[src/design/color_baseline_classifier_unit_macros.svh]
// Assertion macros shared by the color baseline classifier RTL.
`ifndef COLOR_BASELINE_CLASSIFIER_UNIT_MACROS_SVH
`define COLOR_BASELINE_CLASSIFIER_UNIT_MACROS_SVH

// Same-cycle implication, disabled while reset is asserted.
`define CBC_ASSERT_IMPL(lbl, clk, rstn, ante, cons) \
  lbl: assert property (@(posedge clk) disable iff (!rstn) (ante) |-> (cons)) \
    else $error("cbc assertion failed");

// Next-cycle implication, disabled while reset is asserted.
`define CBC_ASSERT_NEXT(lbl, clk, rstn, ante, cons) \
  lbl: assert property (@(posedge clk) disable iff (!rstn) (ante) |=> (cons)) \
    else $error("cbc assertion failed");

`endif

[src/design/cbc_pkg.sv]
// Shared widths, codes and types of the color baseline classifier.
`default_nettype none

package cbc_pkg;

  localparam int LEVEL_W   = 24;
  localparam int THR_W     = 16;
  localparam int FRAC_W    = 12;
  localparam int SUM_W     = 30;
  localparam int COLOR_W   = 2;
  localparam int CFG_IDX_W = 2;

  // Product widths of the cross-multiplication.
  localparam int LB_W  = LEVEL_W + LEVEL_W;
  localparam int TB_W  = LEVEL_W + THR_W;
  localparam int DL_W  = LEVEL_W + THR_W;
  localparam int DLB_W = DL_W + LEVEL_W;

  localparam logic [COLOR_W-1:0] COLOR_RED   = 2'd0;
  localparam logic [COLOR_W-1:0] COLOR_GREEN = 2'd1;
  localparam logic [COLOR_W-1:0] COLOR_BLUE  = 2'd2;
  localparam logic [COLOR_W-1:0] COLOR_NONE  = 2'd3;

  localparam logic ACT_CALIB    = 1'b0;
  localparam logic ACT_CLASSIFY = 1'b1;

  localparam logic [CFG_IDX_W-1:0] REG_LEVEL_THR = 2'd0;
  localparam logic [CFG_IDX_W-1:0] REG_DOM_THR   = 2'd1;

  localparam logic [THR_W-1:0] LEVEL_THR_RST = 16'd4710;
  localparam logic [THR_W-1:0] DOM_THR_RST   = 16'd4301;

  // Index 0 red, 1 green, 2 blue.
  typedef logic [2:0][LEVEL_W-1:0] levels_t;

  typedef struct packed {
    logic busy;
    logic done;
  } calib_status_t;

  typedef struct packed {
    logic               busy;
    logic [COLOR_W-1:0] color;
  } cls_status_t;

endpackage

`default_nettype wire

[src/design/cbc_in_if.sv]
// Input channel interface: one reading or calibration word per handshake.
`default_nettype none

interface cbc_in_if;
  logic                        valid;
  logic                        ready;
  logic                        action;
  logic [cbc_pkg::LEVEL_W-1:0] red_level;
  logic [cbc_pkg::LEVEL_W-1:0] green_level;
  logic [cbc_pkg::LEVEL_W-1:0] blue_level;
  logic [cbc_pkg::COLOR_W-1:0] target_color;

  modport source (
    output valid, action, red_level, green_level, blue_level, target_color,
    input  ready
  );
  modport sink (
    input  valid, action, red_level, green_level, blue_level, target_color,
    output ready
  );
endinterface

`default_nettype wire

[src/design/cbc_out_if.sv]
// Output channel interface: one result word per handshake.
`default_nettype none

interface cbc_out_if;
  logic                        valid;
  logic                        ready;
  logic [cbc_pkg::COLOR_W-1:0] detected_color;
  logic                        matches_target;
  logic                        calibration_done;

  modport source (
    output valid, detected_color, matches_target, calibration_done,
    input  ready
  );
  modport sink (
    input  valid, detected_color, matches_target, calibration_done,
    output ready
  );
endinterface

`default_nettype wire

[src/design/cbc_smul.sv]
// Bit-serial shift-add multiplier, one multiplier bit per step.
`default_nettype none

module cbc_smul #(
  parameter int AW = 24,
  parameter int BW = 24
) (
  input  wire logic             clk_i,
  input  wire logic             start_i,
  input  wire logic             step_i,
  input  wire logic [AW-1:0]    a_i,
  input  wire logic [BW-1:0]    b_i,
  output logic      [AW+BW-1:0] p_o
);

  // The low half starts as the multiplier and empties as product bits shift in.
  logic [AW+BW-1:0] p_q, p_d;
  logic [AW:0]      sum;

  always_comb begin
    sum = {1'b0, p_q[AW+BW-1:BW]} + (p_q[0] ? {1'b0, a_i} : {(AW+1){1'b0}});
    p_d = p_q;
    if (start_i) begin
      p_d = {{AW{1'b0}}, b_i};
    end else if (step_i) begin
      p_d = {sum, p_q[BW-1:1]};
    end
  end

  always_ff @(posedge clk_i) begin
    p_q <= p_d;
  end

  assign p_o = p_q;

endmodule

`default_nettype wire

[src/design/cbc_calib.sv]
// Calibration: channel sums, sample count and serial divide into baselines.
`default_nettype none

`include "color_baseline_classifier_unit_macros.svh"

module cbc_calib #(
  parameter int CALIB_SAMPLES = 50
) (
  input  wire logic                     clk_i,
  input  wire logic                     rst_ni,
  input  wire logic                     add_i,
  input  wire cbc_pkg::levels_t         levels_i,
  output cbc_pkg::levels_t              baselines_o,
  output cbc_pkg::calib_status_t        status_o
);

  localparam int RemW    = (CALIB_SAMPLES > 1) ? $clog2(CALIB_SAMPLES) : 1;
  localparam int CntW    = $clog2(CALIB_SAMPLES + 1);
  localparam int DivCntW = $clog2(cbc_pkg::SUM_W);

  logic [cbc_pkg::SUM_W-1:0]   sum_q [3];
  logic [RemW-1:0]             rem_q [3];
  logic [cbc_pkg::LEVEL_W-1:0] base_q [3];
  logic [CntW-1:0]             cnt_q;
  logic [DivCntW-1:0]          div_cnt_q;
  logic                        busy_q;
  logic                        done_q;

  logic [RemW:0]               trial [3];
  logic [RemW:0]               diff [3];
  logic                        ge [3];
  logic [RemW-1:0]             rem_d [3];
  logic [cbc_pkg::SUM_W-1:0]   shifted [3];

  // One restoring-division step per cycle; the sum register shifts out its
  // dividend bits from the top and takes the quotient bits in at the bottom.
  always_comb begin
    for (int c = 0; c < 3; c++) begin
      trial[c]   = {rem_q[c], sum_q[c][cbc_pkg::SUM_W-1]};
      ge[c]      = (trial[c] >= (RemW+1)'(CALIB_SAMPLES));
      diff[c]    = trial[c] - (RemW+1)'(CALIB_SAMPLES);
      rem_d[c]   = ge[c] ? diff[c][RemW-1:0] : trial[c][RemW-1:0];
      shifted[c] = {sum_q[c][cbc_pkg::SUM_W-2:0], ge[c]};
    end
  end

  always_ff @(posedge clk_i or negedge rst_ni) begin
    if (!rst_ni) begin
      for (int c = 0; c < 3; c++) begin
        sum_q[c]  <= '0;
        rem_q[c]  <= '0;
        base_q[c] <= '0;
      end
      cnt_q     <= '0;
      div_cnt_q <= '0;
      busy_q    <= 1'b0;
      done_q    <= 1'b0;
    end else if (add_i) begin
      for (int c = 0; c < 3; c++) begin
        sum_q[c] <= sum_q[c] + cbc_pkg::SUM_W'(levels_i[c]);
        rem_q[c] <= '0;
      end
      div_cnt_q <= '0;
      if (cnt_q == CntW'(CALIB_SAMPLES - 1)) begin
        cnt_q  <= '0;
        busy_q <= 1'b1;
        done_q <= 1'b1;
      end else begin
        cnt_q  <= cnt_q + 1'b1;
        done_q <= 1'b0;
      end
    end else if (busy_q) begin
      for (int c = 0; c < 3; c++) begin
        rem_q[c] <= rem_d[c];
        sum_q[c] <= shifted[c];
      end
      div_cnt_q <= div_cnt_q + 1'b1;
      if (div_cnt_q == DivCntW'(cbc_pkg::SUM_W - 1)) begin
        busy_q <= 1'b0;
        for (int c = 0; c < 3; c++) begin
          base_q[c] <= shifted[c][cbc_pkg::LEVEL_W-1:0];
          sum_q[c]  <= '0;
        end
      end
    end
  end

  always_comb begin
    for (int c = 0; c < 3; c++) begin
      baselines_o[c] = base_q[c];
    end
  end

  assign status_o.busy = busy_q;
  assign status_o.done = done_q;

  `CBC_ASSERT_IMPL(a_count_clear_while_dividing, clk_i, rst_ni, busy_q, cnt_q == '0)
  `CBC_ASSERT_IMPL(a_no_sample_while_dividing, clk_i, rst_ni, add_i, !busy_q)
  `CBC_ASSERT_NEXT(a_run_end_sets_done, clk_i, rst_ni, add_i && busy_q == 1'b0 && cnt_q == CntW'(CALIB_SAMPLES - 1), busy_q && done_q)

endmodule

`default_nettype wire

[src/design/cbc_classify.sv]
// Classification: serial cross-products against the baselines, then compares.
`default_nettype none

`include "color_baseline_classifier_unit_macros.svh"

module cbc_classify (
  input  wire logic                        clk_i,
  input  wire logic                        rst_ni,
  input  wire logic                        start_i,
  input  wire cbc_pkg::levels_t            levels_i,
  input  wire cbc_pkg::levels_t            base_i,
  input  wire logic [cbc_pkg::THR_W-1:0]   level_thr_i,
  input  wire logic [cbc_pkg::THR_W-1:0]   dom_thr_i,
  output cbc_pkg::cls_status_t             status_o
);

  localparam logic [1:0] PH_IDLE = 2'd0;
  localparam logic [1:0] PH_A    = 2'd1;
  localparam logic [1:0] PH_B    = 2'd2;
  localparam logic [1:0] PH_CMP  = 2'd3;

  localparam int StepW = $clog2(cbc_pkg::LEVEL_W);

  logic [1:0]                   phase_q;
  logic [StepW-1:0]             cnt_q;
  logic [cbc_pkg::COLOR_W-1:0]  color_q;
  logic [cbc_pkg::COLOR_W-1:0]  color_d;

  logic step_a, step_a_short, load_b, step_b, last_step;

  logic [cbc_pkg::DL_W-1:0]  dl  [3];
  logic [cbc_pkg::TB_W-1:0]  tb  [3];
  logic [cbc_pkg::LB_W-1:0]  lb  [3][2];
  logic [cbc_pkg::DLB_W-1:0] dlb [3][2];

  assign last_step    = (cnt_q == StepW'(cbc_pkg::LEVEL_W - 1));
  assign step_a       = (phase_q == PH_A);
  assign step_a_short = step_a && (cnt_q < StepW'(cbc_pkg::THR_W));
  assign load_b       = step_a && last_step;
  assign step_b       = (phase_q == PH_B);

  // Phase A forms D*L[j], T*B[i] and L[i]*B[j]; phase B forms D*L[j]*B[i].
  for (genvar i = 0; i < 3; i++) begin : g_chan
    cbc_smul #(.AW(cbc_pkg::LEVEL_W), .BW(cbc_pkg::THR_W)) u_dl (
      .clk_i   (clk_i),
      .start_i (start_i),
      .step_i  (step_a_short),
      .a_i     (levels_i[i]),
      .b_i     (dom_thr_i),
      .p_o     (dl[i])
    );
    cbc_smul #(.AW(cbc_pkg::LEVEL_W), .BW(cbc_pkg::THR_W)) u_tb (
      .clk_i   (clk_i),
      .start_i (start_i),
      .step_i  (step_a_short),
      .a_i     (base_i[i]),
      .b_i     (level_thr_i),
      .p_o     (tb[i])
    );
    for (genvar s = 0; s < 2; s++) begin : g_other
      localparam int J = (i + s + 1) % 3;
      cbc_smul #(.AW(cbc_pkg::LEVEL_W), .BW(cbc_pkg::LEVEL_W)) u_lb (
        .clk_i   (clk_i),
        .start_i (start_i),
        .step_i  (step_a),
        .a_i     (base_i[J]),
        .b_i     (levels_i[i]),
        .p_o     (lb[i][s])
      );
      cbc_smul #(.AW(cbc_pkg::DL_W), .BW(cbc_pkg::LEVEL_W)) u_dlb (
        .clk_i   (clk_i),
        .start_i (load_b),
        .step_i  (step_b),
        .a_i     (dl[J]),
        .b_i     (base_i[i]),
        .p_o     (dlb[i][s])
      );
    end
  end

  logic       any_zero;
  logic [2:0] win;

  always_comb begin
    any_zero = 1'b0;
    for (int i = 0; i < 3; i++) begin
      any_zero = any_zero || (base_i[i] == '0);
      win[i] = (cbc_pkg::TB_W'({levels_i[i], {cbc_pkg::FRAC_W{1'b0}}}) >= tb[i])
            && (cbc_pkg::DLB_W'({lb[i][0], {cbc_pkg::FRAC_W{1'b0}}}) >= dlb[i][0])
            && (cbc_pkg::DLB_W'({lb[i][1], {cbc_pkg::FRAC_W{1'b0}}}) >= dlb[i][1]);
    end
    if (any_zero) begin
      color_d = cbc_pkg::COLOR_NONE;
    end else if (win[0]) begin
      color_d = cbc_pkg::COLOR_RED;
    end else if (win[1]) begin
      color_d = cbc_pkg::COLOR_GREEN;
    end else if (win[2]) begin
      color_d = cbc_pkg::COLOR_BLUE;
    end else begin
      color_d = cbc_pkg::COLOR_NONE;
    end
  end

  always_ff @(posedge clk_i or negedge rst_ni) begin
    if (!rst_ni) begin
      phase_q <= PH_IDLE;
      cnt_q   <= '0;
      color_q <= cbc_pkg::COLOR_NONE;
    end else begin
      case (phase_q)
        PH_IDLE: begin
          if (start_i) begin
            phase_q <= PH_A;
            cnt_q   <= '0;
          end
        end
        PH_A: begin
          cnt_q <= last_step ? '0 : cnt_q + 1'b1;
          if (last_step) begin
            phase_q <= PH_B;
          end
        end
        PH_B: begin
          cnt_q <= last_step ? '0 : cnt_q + 1'b1;
          if (last_step) begin
            phase_q <= PH_CMP;
          end
        end
        PH_CMP: begin
          color_q <= color_d;
          phase_q <= PH_IDLE;
        end
        default: begin
          phase_q <= PH_IDLE;
        end
      endcase
    end
  end

  assign status_o.busy  = (phase_q != PH_IDLE);
  assign status_o.color = color_q;

  `CBC_ASSERT_IMPL(a_no_restart_while_busy, clk_i, rst_ni, start_i, phase_q == PH_IDLE)
  `CBC_ASSERT_NEXT(a_phase_a_leads_to_b, clk_i, rst_ni, load_b, phase_q == PH_B && cnt_q == '0)

endmodule

`default_nettype wire

[src/design/color_baseline_classifier_unit.sv]
// Top level of the color baseline classifier.
//
//   channel   | dir | handshake     | contents of one word
//   ----------+-----+---------------+-----------------------------------------
//   in_i      | in  | valid/ready   | action, red/green/blue level, target
//   out_o     | out | valid/ready   | detected color, target match, cal. done
//   cfg_*_i   | in  | write enable  | register index and 16-bit data
//
// A classify word runs the serial multipliers in two phases (level and cross
// products, then the threshold-scaled cross products), followed by a compare
// step, before the next word is accepted.
// A calibration word adds to the channel sums; when it closes a run, the
// bit-serial divider turns each sum into a baseline before the word finishes.
// Reset clears the sums, baselines and sample count and loads the default
// thresholds; the block is ready for a word right after reset is released.
// A stalled output holds its word in the output register while the next
// input word is accepted and worked on; only the finishing step waits.
`default_nettype none

`include "color_baseline_classifier_unit_macros.svh"

module color_baseline_classifier_unit #(
  parameter int CALIB_SAMPLES = 50
) (
  input  wire logic                            clk_i,
  input  wire logic                            rst_ni,
  cbc_in_if.sink                               in_i,
  cbc_out_if.source                            out_o,
  input  wire logic                            cfg_we_i,
  input  wire logic [cbc_pkg::CFG_IDX_W-1:0]   cfg_idx_i,
  input  wire logic [cbc_pkg::THR_W-1:0]       cfg_data_i
);

  // Sequencer states.
  localparam logic [2:0] ST_IDLE     = 3'd0;
  localparam logic [2:0] ST_CAL_WAIT = 3'd1;
  localparam logic [2:0] ST_CLS_GO   = 3'd2;
  localparam logic [2:0] ST_CLS_WAIT = 3'd3;
  localparam logic [2:0] ST_FINISH   = 3'd4;

  logic [2:0] state_q, state_d;

  // Configuration registers.
  logic [cbc_pkg::THR_W-1:0] level_thr_q;
  logic [cbc_pkg::THR_W-1:0] dom_thr_q;

  // The accepted word is held here while the serial units work on it.
  cbc_pkg::levels_t             levels_q;
  logic                         action_q;
  logic [cbc_pkg::COLOR_W-1:0]  target_q;

  // Output register, which frees the input side while a result waits.
  logic                         out_valid_q;
  logic [cbc_pkg::COLOR_W-1:0]  det_q;
  logic                         match_q;
  logic                         done_q;

  logic                         accept;
  logic                         out_free;
  cbc_pkg::levels_t             in_levels;
  cbc_pkg::levels_t             baselines;
  cbc_pkg::calib_status_t       cal_status;
  cbc_pkg::cls_status_t         cls_status;
  logic [cbc_pkg::COLOR_W-1:0]  res_color;

  assign in_i.ready = (state_q == ST_IDLE);
  assign accept     = in_i.valid && in_i.ready;
  assign out_free   = !out_valid_q || out_o.ready;
  assign in_levels  = {in_i.blue_level, in_i.green_level, in_i.red_level};

  cbc_calib #(.CALIB_SAMPLES(CALIB_SAMPLES)) u_calib (
    .clk_i       (clk_i),
    .rst_ni      (rst_ni),
    .add_i       (accept && (in_i.action == cbc_pkg::ACT_CALIB)),
    .levels_i    (in_levels),
    .baselines_o (baselines),
    .status_o    (cal_status)
  );

  cbc_classify u_classify (
    .clk_i       (clk_i),
    .rst_ni      (rst_ni),
    .start_i     (state_q == ST_CLS_GO),
    .levels_i    (levels_q),
    .base_i      (baselines),
    .level_thr_i (level_thr_q),
    .dom_thr_i   (dom_thr_q),
    .status_o    (cls_status)
  );

  // Calibration words always report no color; classify words never report done.
  assign res_color = (action_q == cbc_pkg::ACT_CALIB) ? cbc_pkg::COLOR_NONE
                                                      : cls_status.color;

  always_comb begin
    state_d = state_q;
    case (state_q)
      ST_IDLE: begin
        if (accept) begin
          state_d = (in_i.action == cbc_pkg::ACT_CALIB) ? ST_CAL_WAIT : ST_CLS_GO;
        end
      end
      ST_CAL_WAIT: begin
        if (!cal_status.busy) begin
          state_d = ST_FINISH;
        end
      end
      ST_CLS_GO: begin
        state_d = ST_CLS_WAIT;
      end
      ST_CLS_WAIT: begin
        if (!cls_status.busy) begin
          state_d = ST_FINISH;
        end
      end
      ST_FINISH: begin
        if (out_free) begin
          state_d = ST_IDLE;
        end
      end
      default: begin
        state_d = ST_IDLE;
      end
    endcase
  end

  always_ff @(posedge clk_i or negedge rst_ni) begin
    if (!rst_ni) begin
      state_q     <= ST_IDLE;
      level_thr_q <= cbc_pkg::LEVEL_THR_RST;
      dom_thr_q   <= cbc_pkg::DOM_THR_RST;
      out_valid_q <= 1'b0;
    end else begin
      state_q <= state_d;
      if (cfg_we_i) begin
        case (cfg_idx_i)
          cbc_pkg::REG_LEVEL_THR: level_thr_q <= cfg_data_i;
          cbc_pkg::REG_DOM_THR:   dom_thr_q   <= cfg_data_i;
          default: begin
          end
        endcase
      end
      if ((state_q == ST_FINISH) && out_free) begin
        out_valid_q <= 1'b1;
      end else if (out_o.ready) begin
        out_valid_q <= 1'b0;
      end
    end
  end

  always_ff @(posedge clk_i) begin
    if (accept) begin
      levels_q <= in_levels;
      action_q <= in_i.action;
      target_q <= in_i.target_color;
    end
    if ((state_q == ST_FINISH) && out_free) begin
      det_q   <= res_color;
      match_q <= (action_q == cbc_pkg::ACT_CLASSIFY) && (res_color == target_q);
      done_q  <= (action_q == cbc_pkg::ACT_CALIB) && cal_status.done;
    end
  end

  assign out_o.valid            = out_valid_q;
  assign out_o.detected_color   = det_q;
  assign out_o.matches_target   = match_q;
  assign out_o.calibration_done = done_q;

  `CBC_ASSERT_NEXT(a_accept_leaves_idle, clk_i, rst_ni, in_i.valid && in_i.ready, state_q != ST_IDLE)
  `CBC_ASSERT_NEXT(a_finish_loads_output, clk_i, rst_ni, state_q == ST_FINISH && out_free, out_valid_q)
  `CBC_ASSERT_IMPL(a_done_reports_no_color, clk_i, rst_ni, out_valid_q && done_q, det_q == cbc_pkg::COLOR_NONE && !match_q)

endmodule

`default_nettype wire

[src/flat_wrapper.sv]
// flat-port wrapper written by rule: the top's interface ports become plain ports
module color_baseline_classifier_unit_flat 
#(
  parameter int CALIB_SAMPLES = 50
)
  (clk_i, rst_ni, cfg_we_i, cfg_idx_i, cfg_data_i, in_i_valid, in_i_action, in_i_red_level, in_i_green_level, in_i_blue_level, in_i_target_color, in_i_ready, out_o_valid, out_o_detected_color, out_o_matches_target, out_o_calibration_done, out_o_ready);
  cbc_in_if in_i_i ();
  cbc_out_if out_o_i ();
  input  wire logic clk_i;
  input  wire logic rst_ni;
  input  wire logic cfg_we_i;
  input  wire logic [cbc_pkg::CFG_IDX_W-1:0] cfg_idx_i;
  input  wire logic [cbc_pkg::THR_W-1:0] cfg_data_i;
  input wire logic [$bits(in_i_i.valid)-1:0] in_i_valid;
  input wire logic [$bits(in_i_i.action)-1:0] in_i_action;
  input wire logic [$bits(in_i_i.red_level)-1:0] in_i_red_level;
  input wire logic [$bits(in_i_i.green_level)-1:0] in_i_green_level;
  input wire logic [$bits(in_i_i.blue_level)-1:0] in_i_blue_level;
  input wire logic [$bits(in_i_i.target_color)-1:0] in_i_target_color;
  output wire logic [$bits(in_i_i.ready)-1:0] in_i_ready;
  output wire logic [$bits(out_o_i.valid)-1:0] out_o_valid;
  output wire logic [$bits(out_o_i.detected_color)-1:0] out_o_detected_color;
  output wire logic [$bits(out_o_i.matches_target)-1:0] out_o_matches_target;
  output wire logic [$bits(out_o_i.calibration_done)-1:0] out_o_calibration_done;
  input wire logic [$bits(out_o_i.ready)-1:0] out_o_ready;
  assign in_i_i.valid = in_i_valid;
  assign in_i_i.action = in_i_action;
  assign in_i_i.red_level = in_i_red_level;
  assign in_i_i.green_level = in_i_green_level;
  assign in_i_i.blue_level = in_i_blue_level;
  assign in_i_i.target_color = in_i_target_color;
  assign in_i_ready = in_i_i.ready;
  assign out_o_valid = out_o_i.valid;
  assign out_o_detected_color = out_o_i.detected_color;
  assign out_o_matches_target = out_o_i.matches_target;
  assign out_o_calibration_done = out_o_i.calibration_done;
  assign out_o_i.ready = out_o_ready;
  color_baseline_classifier_unit #(.CALIB_SAMPLES(CALIB_SAMPLES)) u_core (.clk_i(clk_i), .rst_ni(rst_ni), .in_i(in_i_i), .out_o(out_o_i), .cfg_we_i(cfg_we_i), .cfg_idx_i(cfg_idx_i), .cfg_data_i(cfg_data_i));
endmodule
[config.mk]
export PLATFORM = sky130hd
export DESIGN_NAME = color_baseline_classifier_unit_flat
export DESIGN_NICKNAME = d
export VERILOG_FILES = /design/src/design/cbc_pkg.sv /design/src/design/cbc_in_if.sv /design/src/design/cbc_out_if.sv /design/src/design/cbc_smul.sv /design/src/design/cbc_calib.sv /design/src/design/cbc_classify.sv /design/src/design/color_baseline_classifier_unit.sv /design/src/flat_wrapper.sv
export VERILOG_INCLUDE_DIRS = /design/src /design/src/design
export SDC_FILE = /design/constraint.sdc
export NUM_CORES = 2
export LEC_CHECK = 0
export BUFFER_PORTS_ARGS = -buffer_cell sky130_fd_sc_hd__clkbuf_2
export CAP_MARGIN = 5
export CORE_UTILIZATION = 40
export DETAILED_ROUTE_END_ITERATION = 10
export PLACE_DENSITY = 0.66
export SYNTH_ARGS = -nofsm -noshare
export SYNTH_HDL_FRONTEND = slang
export SYNTH_SLANG_ARGS = --single-unit
[constraint.sdc]
create_clock -name clk_i -period 7 [get_ports clk_i]
set_clock_uncertainty 0.1 [all_clocks]
set_input_delay 1.4 -clock clk_i [delete_from_list [all_inputs] [get_ports clk_i]]
set_output_delay 1.4 -clock clk_i [all_outputs]
set_load 0.02 [all_outputs]
# ---- Yosys cells after proc, flatten, opt, wreduce, memory -nomap -nowiden
# Index checks and enable logic that the tools add are counted.
dict set report word_totals {
  elab_cells 254
  reg_bits 1229
  out_inout_bits 6
  inputBits 98
}
dict set report op_classes {
  bitwise_logic 3
  muxes 90
  reduce_logical 37
  n_lt_le_gt_ge 13
  n_addsub 27
  eq_ne 20
}
# operator count
set op_table {}
lappend op_table {{$mux W24} 36}
lappend op_table {{$ge A60 B64 Y1} 6}
lappend op_table {{$add A24 B24 Y25} 12}
lappend op_table {{$mux W90} 3}
lappend op_table {{$add A40 B40 Y41} 6}
lappend op_table {{$mux W40} 6}
lappend op_table {{$mux W16} 12}
lappend op_table {{$ge A36 B40 Y1} 3}
lappend op_table {{$add A30 B24 Y30} 3}
lappend op_table {{$logic_not A24 Y1} 3}
lappend op_table {{$mux W18} 2}
lappend op_table {{$mux W6} 4}
lappend op_table {{$ge A7 B6 Y1 const B} 3}
lappend op_table {{$mux W5} 4}
lappend op_table {{$sub A6 B6 Y6 const B} 3}
lappend op_table {{$mux W2} 8}
lappend op_table {{$pmux W3 S5} 1}
lappend op_table {{$reduce_bool A2 Y1} 7}
lappend op_table {{$logic_and A1 B1 Y1} 13}
lappend op_table {{$mux W3} 4}
lappend op_table {{$add A5 B1 Y5 const B} 2}
lappend op_table {{$eq A5 B5 Y1 const B} 2}
lappend op_table {{$pmux W5 S2} 1}
lappend op_table {{$mux W1} 8}
lappend op_table {{21 further kinds} 38}

# ---- Logic depth before layout (Yosys ltp)
dict set report logic_depth {
  word_depth 7
  ltp_mapped 15
  mapped_depth_nobuf 14
}

# ---- Cells and area by module
# Synthesis repeated with hierarchy kept, for this count alone.
dict set report hier_totals {
  hier_cells 9634
  area_unflattened_um2 90187.7
}
# module area_per_inst_um2 cells_each seq_area_each_um2 n_inst
set modules_own_cells {}
lappend modules_own_cells {{cbc_smul at u_core.u_classify.g_chan[0].g_other[0].u_dlb ...} 4586.9 492 1521.5 4}
lappend modules_own_cells {{cbc_smul at u_core.u_classify.g_chan[0].g_other[0].u_lb ...} 3220.6 325 1201.2 5}
lappend modules_own_cells {cbc_calib 11788.8 1179 4829.6 1}
lappend modules_own_cells {{cbc_smul at u_core.u_classify.g_chan[0].u_dl ...} 2886.5 308 960.9 4}
lappend modules_own_cells {cbc_classify 10004.6 1377 227.7 1}
lappend modules_own_cells {{cbc_smul at u_core.u_classify.g_chan[2].u_dl ...} 2859.0 320 960.9 2}
lappend modules_own_cells {{cbc_smul at u_core.u_classify.g_chan[2].g_other[0].u_dlb} 4780.8 547 1521.5 1}
lappend modules_own_cells {{cbc_smul at u_core.u_classify.g_chan[2].g_other[1].u_dlb} 4762.1 541 1521.5 1}
lappend modules_own_cells {color_baseline_classifier_unit 3846.2 176 3288.2 1}
lappend modules_own_cells {{cbc_smul at u_core.u_classify.g_chan[2].g_other[1].u_lb} 3290.7 349 1201.2 1}

# ---- Worst setup path after synthesis
# Ideal clock, no wire load.
dict set report synth_timing {
  kind {register to register}
  from {reg u_core.u_classify.cnt_q[0]}
  to {reg u_core.u_classify.g_chan[2].g_other[1].u_dlb.p_q[58]}
  path_stages_with_launch 9
  t_required_ns 6.540
  n_path_buf 1
  slack_ns 0.479
  arrival_ns 6.061
  cell_sequence {dfrtp_1 -> ha_1 -> nand2_1 -> nor3b_1 -> and2_1 -> nor2_1 -> inv_1 -> clkbuf_1 -> o32ai_1}
}
dict set report synth_via {
  elab_chain_cells 2
}
# element line
set synth_lines {}
lappend synth_lines {{from (decl)} cbc_classify.sv:25} ;# logic [StepW-1:0] cnt_q;
lappend synth_lines {{from (signal assigned)} cbc_classify.sv:119} ;# cnt_q <= last_step ? '0 : cnt_q + 1'b1;
lappend synth_lines {{from (signal assigned)} cbc_classify.sv:125} ;# cnt_q <= last_step ? '0 : cnt_q + 1'b1;
lappend synth_lines {{$eq A5 B5 Y1} cbc_classify.sv:36} ;# assign last_step = (cnt_q == StepW'(cbc_pkg::LEVEL_W - 1));
lappend synth_lines {{$logic_and A1 B1 Y1} cbc_classify.sv:39} ;# assign load_b = step_a && last_step;
lappend synth_lines {{to (signal assigned)} cbc_smul.sv:31} ;# p_q <= p_d;
lappend synth_lines {{to (decl)} cbc_smul.sv:17} ;# logic [AW+BW-1:0] p_q, p_d;
# Every way passes these cells.
# A chain may end at the register's enable or synchronous reset.

# ---- Worst setup path in the final report
dict set report layout_timing {
  from {reg u_core.u_classify.g_chan[2].g_other[1].u_dlb.p_q[0]}
  to {reg u_core.u_classify.g_chan[2].g_other[1].u_dlb.p_q[57]}
}
dict set report layout_via {
  elab_chain_cells 2
}
# element line
set layout_lines {}
lappend layout_lines {{$mux W40} cbc_smul.sv:21} ;# sum = {1'b0, p_q[AW+BW-1:BW]} + (p_q[0] ? {1'b0, a_i} : {(AW+1){1'b0}});
lappend layout_lines {{$add A40 B40 Y41} cbc_smul.sv:21}
# Every way passes these cells.

==> impl_metrics.toml <==
[logic_synthesis]
synth_most_common_cell = "nand2_1"
synth_area_um2 = 86600
yosys-top-cells-count = "1311 x nand2_1, 972 x ha_1, 800 x a21oi_1, 687 x nor2_1, 569 x inv_1"
yosys_most_used_dff = "dfxtp_1"
async_flop_share = 0.194
synth_cells = 9934
synth.yosys.seq_area_share = 0.352
yosysWarnings = 0
yosysTopAreaCell = "edfxtp_1"
synth_top_area_frac = 0.161
synthTopCellsByArea = "edfxtp_1 16%, ha_1 14%, dfxtp_1 12%"
syn_nets = 11000
ys_types = 105
synth_seq_cells = 1229
syn_area_per_cell_um2 = 8.71
synth_edf_count = 463

[routing]
drtIter0Drc = 7509
drtAntennaViolNets = 0
firstDrtPassIters = 6
met1_length_um = 124000
vias_per_cell = 5.87
drc = 0
wl_met2_um = 127000
highest_layer = "met5"
dr_wl_met3_um = 25000
wirelength_um = 291000
routed-via-count = 75400
post_drt_wl_per_cell_um = 22.7

[critical_path]
cp_num_buf_inv = 1
crit_slowest_cell = "edfxtp_1"
critPathTopFamily = "compound AO/OA/AOI/OAI gates"
reg2reg_depth = 14
path_cells = "buf_4, and2_1, ha_1, fa_1, a211oi_1, o21ai_0, a2111oi_1, nor2_1, a31oi_2, o21ai_2, a2111oi_2, nor3_1, xnor2_1, a21oi_1"
critPathMaxStageDelay_ns = 0.85
cp.required_ns = 7.55
critical_path_class = "flip-flop to flip-flop"
critPathArrivalTime_ns = 5.36
r2r_slack_ns = 2.19
crit_fanout = 24
cp-end-kind = "flip-flop"
start_kind = "flip-flop"

[hold_path]
hp-start = "u_core.u_classify.g_chan[0].u_tb.p_o[20]"
holdPathEnd = "u_core.u_classify.g_chan[0].u_tb.p_o[20]"
holdPathStages = 2
hp-class = "flip-flop to flip-flop"

[finish]
fill_cells = 20800
multi_input_area_um2 = 52700
final_util = 0.441
drive_above_1_share = 0.0621
seq_area_um2 = 30400
fin_nets = 11000
final_cells = 12800
syn2layout_area_growth_pct = 9.37
stdcell_area_um2 = 94700

[clock_network]
cts_num_sinks = 1229
clockBufferDepth = 3
cts_resized = 0
clkLatencyLatePin_ns = 0.82
clk_pin_slew_ns = 0.06
ctsHoldBuffers = 0
cts_setup_buffers = 0
root_buffer = "clkbuf_16"
cts_made_buffers = 142
cts_tree = "built"
cts_max_level = 4

[place]
placed_area_um2 = 89900
dp_slack_ns = 2.28
dp.cells = 12600
numPortBuffers = 103
gp_congestion = 0.988
hpwl_um = 219000

[grt]
grt_use_total = 0.261
grt_first_pass_wirelength_um = 436000
gr-total-overflow = 0
antenna_found_initial = 26
first_global_vias = 72300
grt_max_degree = 158

[sta]
setup_slack_ns = 2.19
drv_slew = 0
rsz0062_at_grt = "false"
max_slew.worst_pin.slew_ns = 1.32
setup_tns_ns = 0
max_freq_mhz = 208
hold_viol_final = 0
min_period_over_period = 0.688
setup_viol = 0
slew_headroom = 0.121
period_needed_ns = 4.81

[outcome]
status = "complete, no violations"

[die]
rows = 170
die_h_um = 467
design.core.area_um2 = 215000
die_x_um = 467
ioPinCount = 104
start_util = 0.403
die_area_um2 = 218000

[flow_run]
cap_violations = 0

[pwr]
powerDensity_nw_per_um2 = 465
ir_drop_mv = 0.310
power_leakage_nw = 44.3
## where the power goes
part	total [mW]	internal, mW	switching (mW)
clock	7.78	4.46	3.32
combinational	22.3	8.39	13.9
sequential	13.9	11.0	2.96
total	44.0	23.8	20.2
## state kept, by name (all words and copies together), names as in the netlist, 5 cells and up
register and count:
u_core.u_calib.shifted 87, u_core.u_calib.div_cnt_q 5, u_core.levels_q 72, u_core.u_classify.g_chan.g_other.u_dlb.p_o 384, u_core.level_thr_q 16, u_core.u_calib.rem_q 18, u_core.u_classify.g_chan.u_dl.p_o 120, u_core.u_classify.cnt_q 5
u_core.u_calib.baselines_o 72, u_core.u_classify.g_chan.u_tb.p_o 120, u_core.u_classify.g_chan.g_other.u_lb.p_o 288, u_core.u_calib.cnt_q 6, u_core.dom_thr_q 16
## placed cells by master, fill, tap and decap left out, types with 104 or more instances in the layout
cell	Yosys	routed
o21ai_0	460	460
a211oi_1	173	173
nand2_1	1311	1308
and3_1	133	133
nand3_1	150	150
xnor2_1	286	286
inv_1	569	564
mux2i_1	195	195
edfxtp_1	463	463
nor2_1	687	682
and2_1	554	552
clkbuf_16	0	147
xor2_1	169	169
nand4_1	130	130
ha_1	972	970
mux2_2	104	104
dfrtp_1	224	223
a21oi_1	800	800
nor3_1	158	158
a21o_1	372	372
dfxtp_1	528	528
## cells by family (layout without fill, tap and decap cells)
group           Yosys count  after routing  share of synthesized area
buf+inv                 934            997                     0.0406
mux                     299            299                     0.0361
xor+xnor                455            455                     0.0460
other cells               0              9                          0
simple gates           3525           3525                      0.195
fa+ha+maj               993            993                      0.145
compound gates         2499           2499                      0.186
flops                  1229           1229                      0.352
## tightest hold or removal path, delay by kind of cell, from the launching register on
kind | cells | cell delay (ns)
DFF | 1 | 0.32
and+or+nand+nor | 1 | 0.06
AOI/OAI and AO/OA | 1 | 0.05
## area by class of cell
class | count | share of cell area
Antenna cell | 9 | 0.000238
Tap cell | 2838 | 0.0375
Multi-Input combinational cell | 7771 | 0.557
Inverter | 570 | 0.0228
Timing Repair Buffer | 164 | 0.0112
Clock inverter | 70 | 0.00809
Sequential cell | 1229 | 0.322
Clock buffer | 193 | 0.0419
## routing by layer
metal | vias to the layer above | global-route usage
met5 | - | 0
li1 | 35500 | -
met1 | 36400 | 0.344
met4 | 6 | 0.125
met2 | 2945 | 0.408
met3 | 611 | 0.0493
## worst max path at each step
stage                                     from         to  slack, ns  cells past startpoint
finish                               flip-flop  flip-flop       2.19                     14
global route                         flip-flop  flip-flop       1.93                     13
CTS                                  flip-flop  flip-flop       2.26                     14
detailed placement                   flip-flop  flip-flop       2.28                     14
global placement                     flip-flop  flip-flop       2.27                     14
floorplan           u_core.u_classify.cnt_q[0]  flip-flop       0.48                      8
## per-stage QoR
step                hold WS (ns)  total power, mW
floorplan                  0.342             28.7
global placement           0.358             35.1
detailed placement         0.366             35.7
CTS                        0.376             43.6
global route               0.391             46.8
finish                     0.377             44.0
Power figures use the tool's default switching activity.
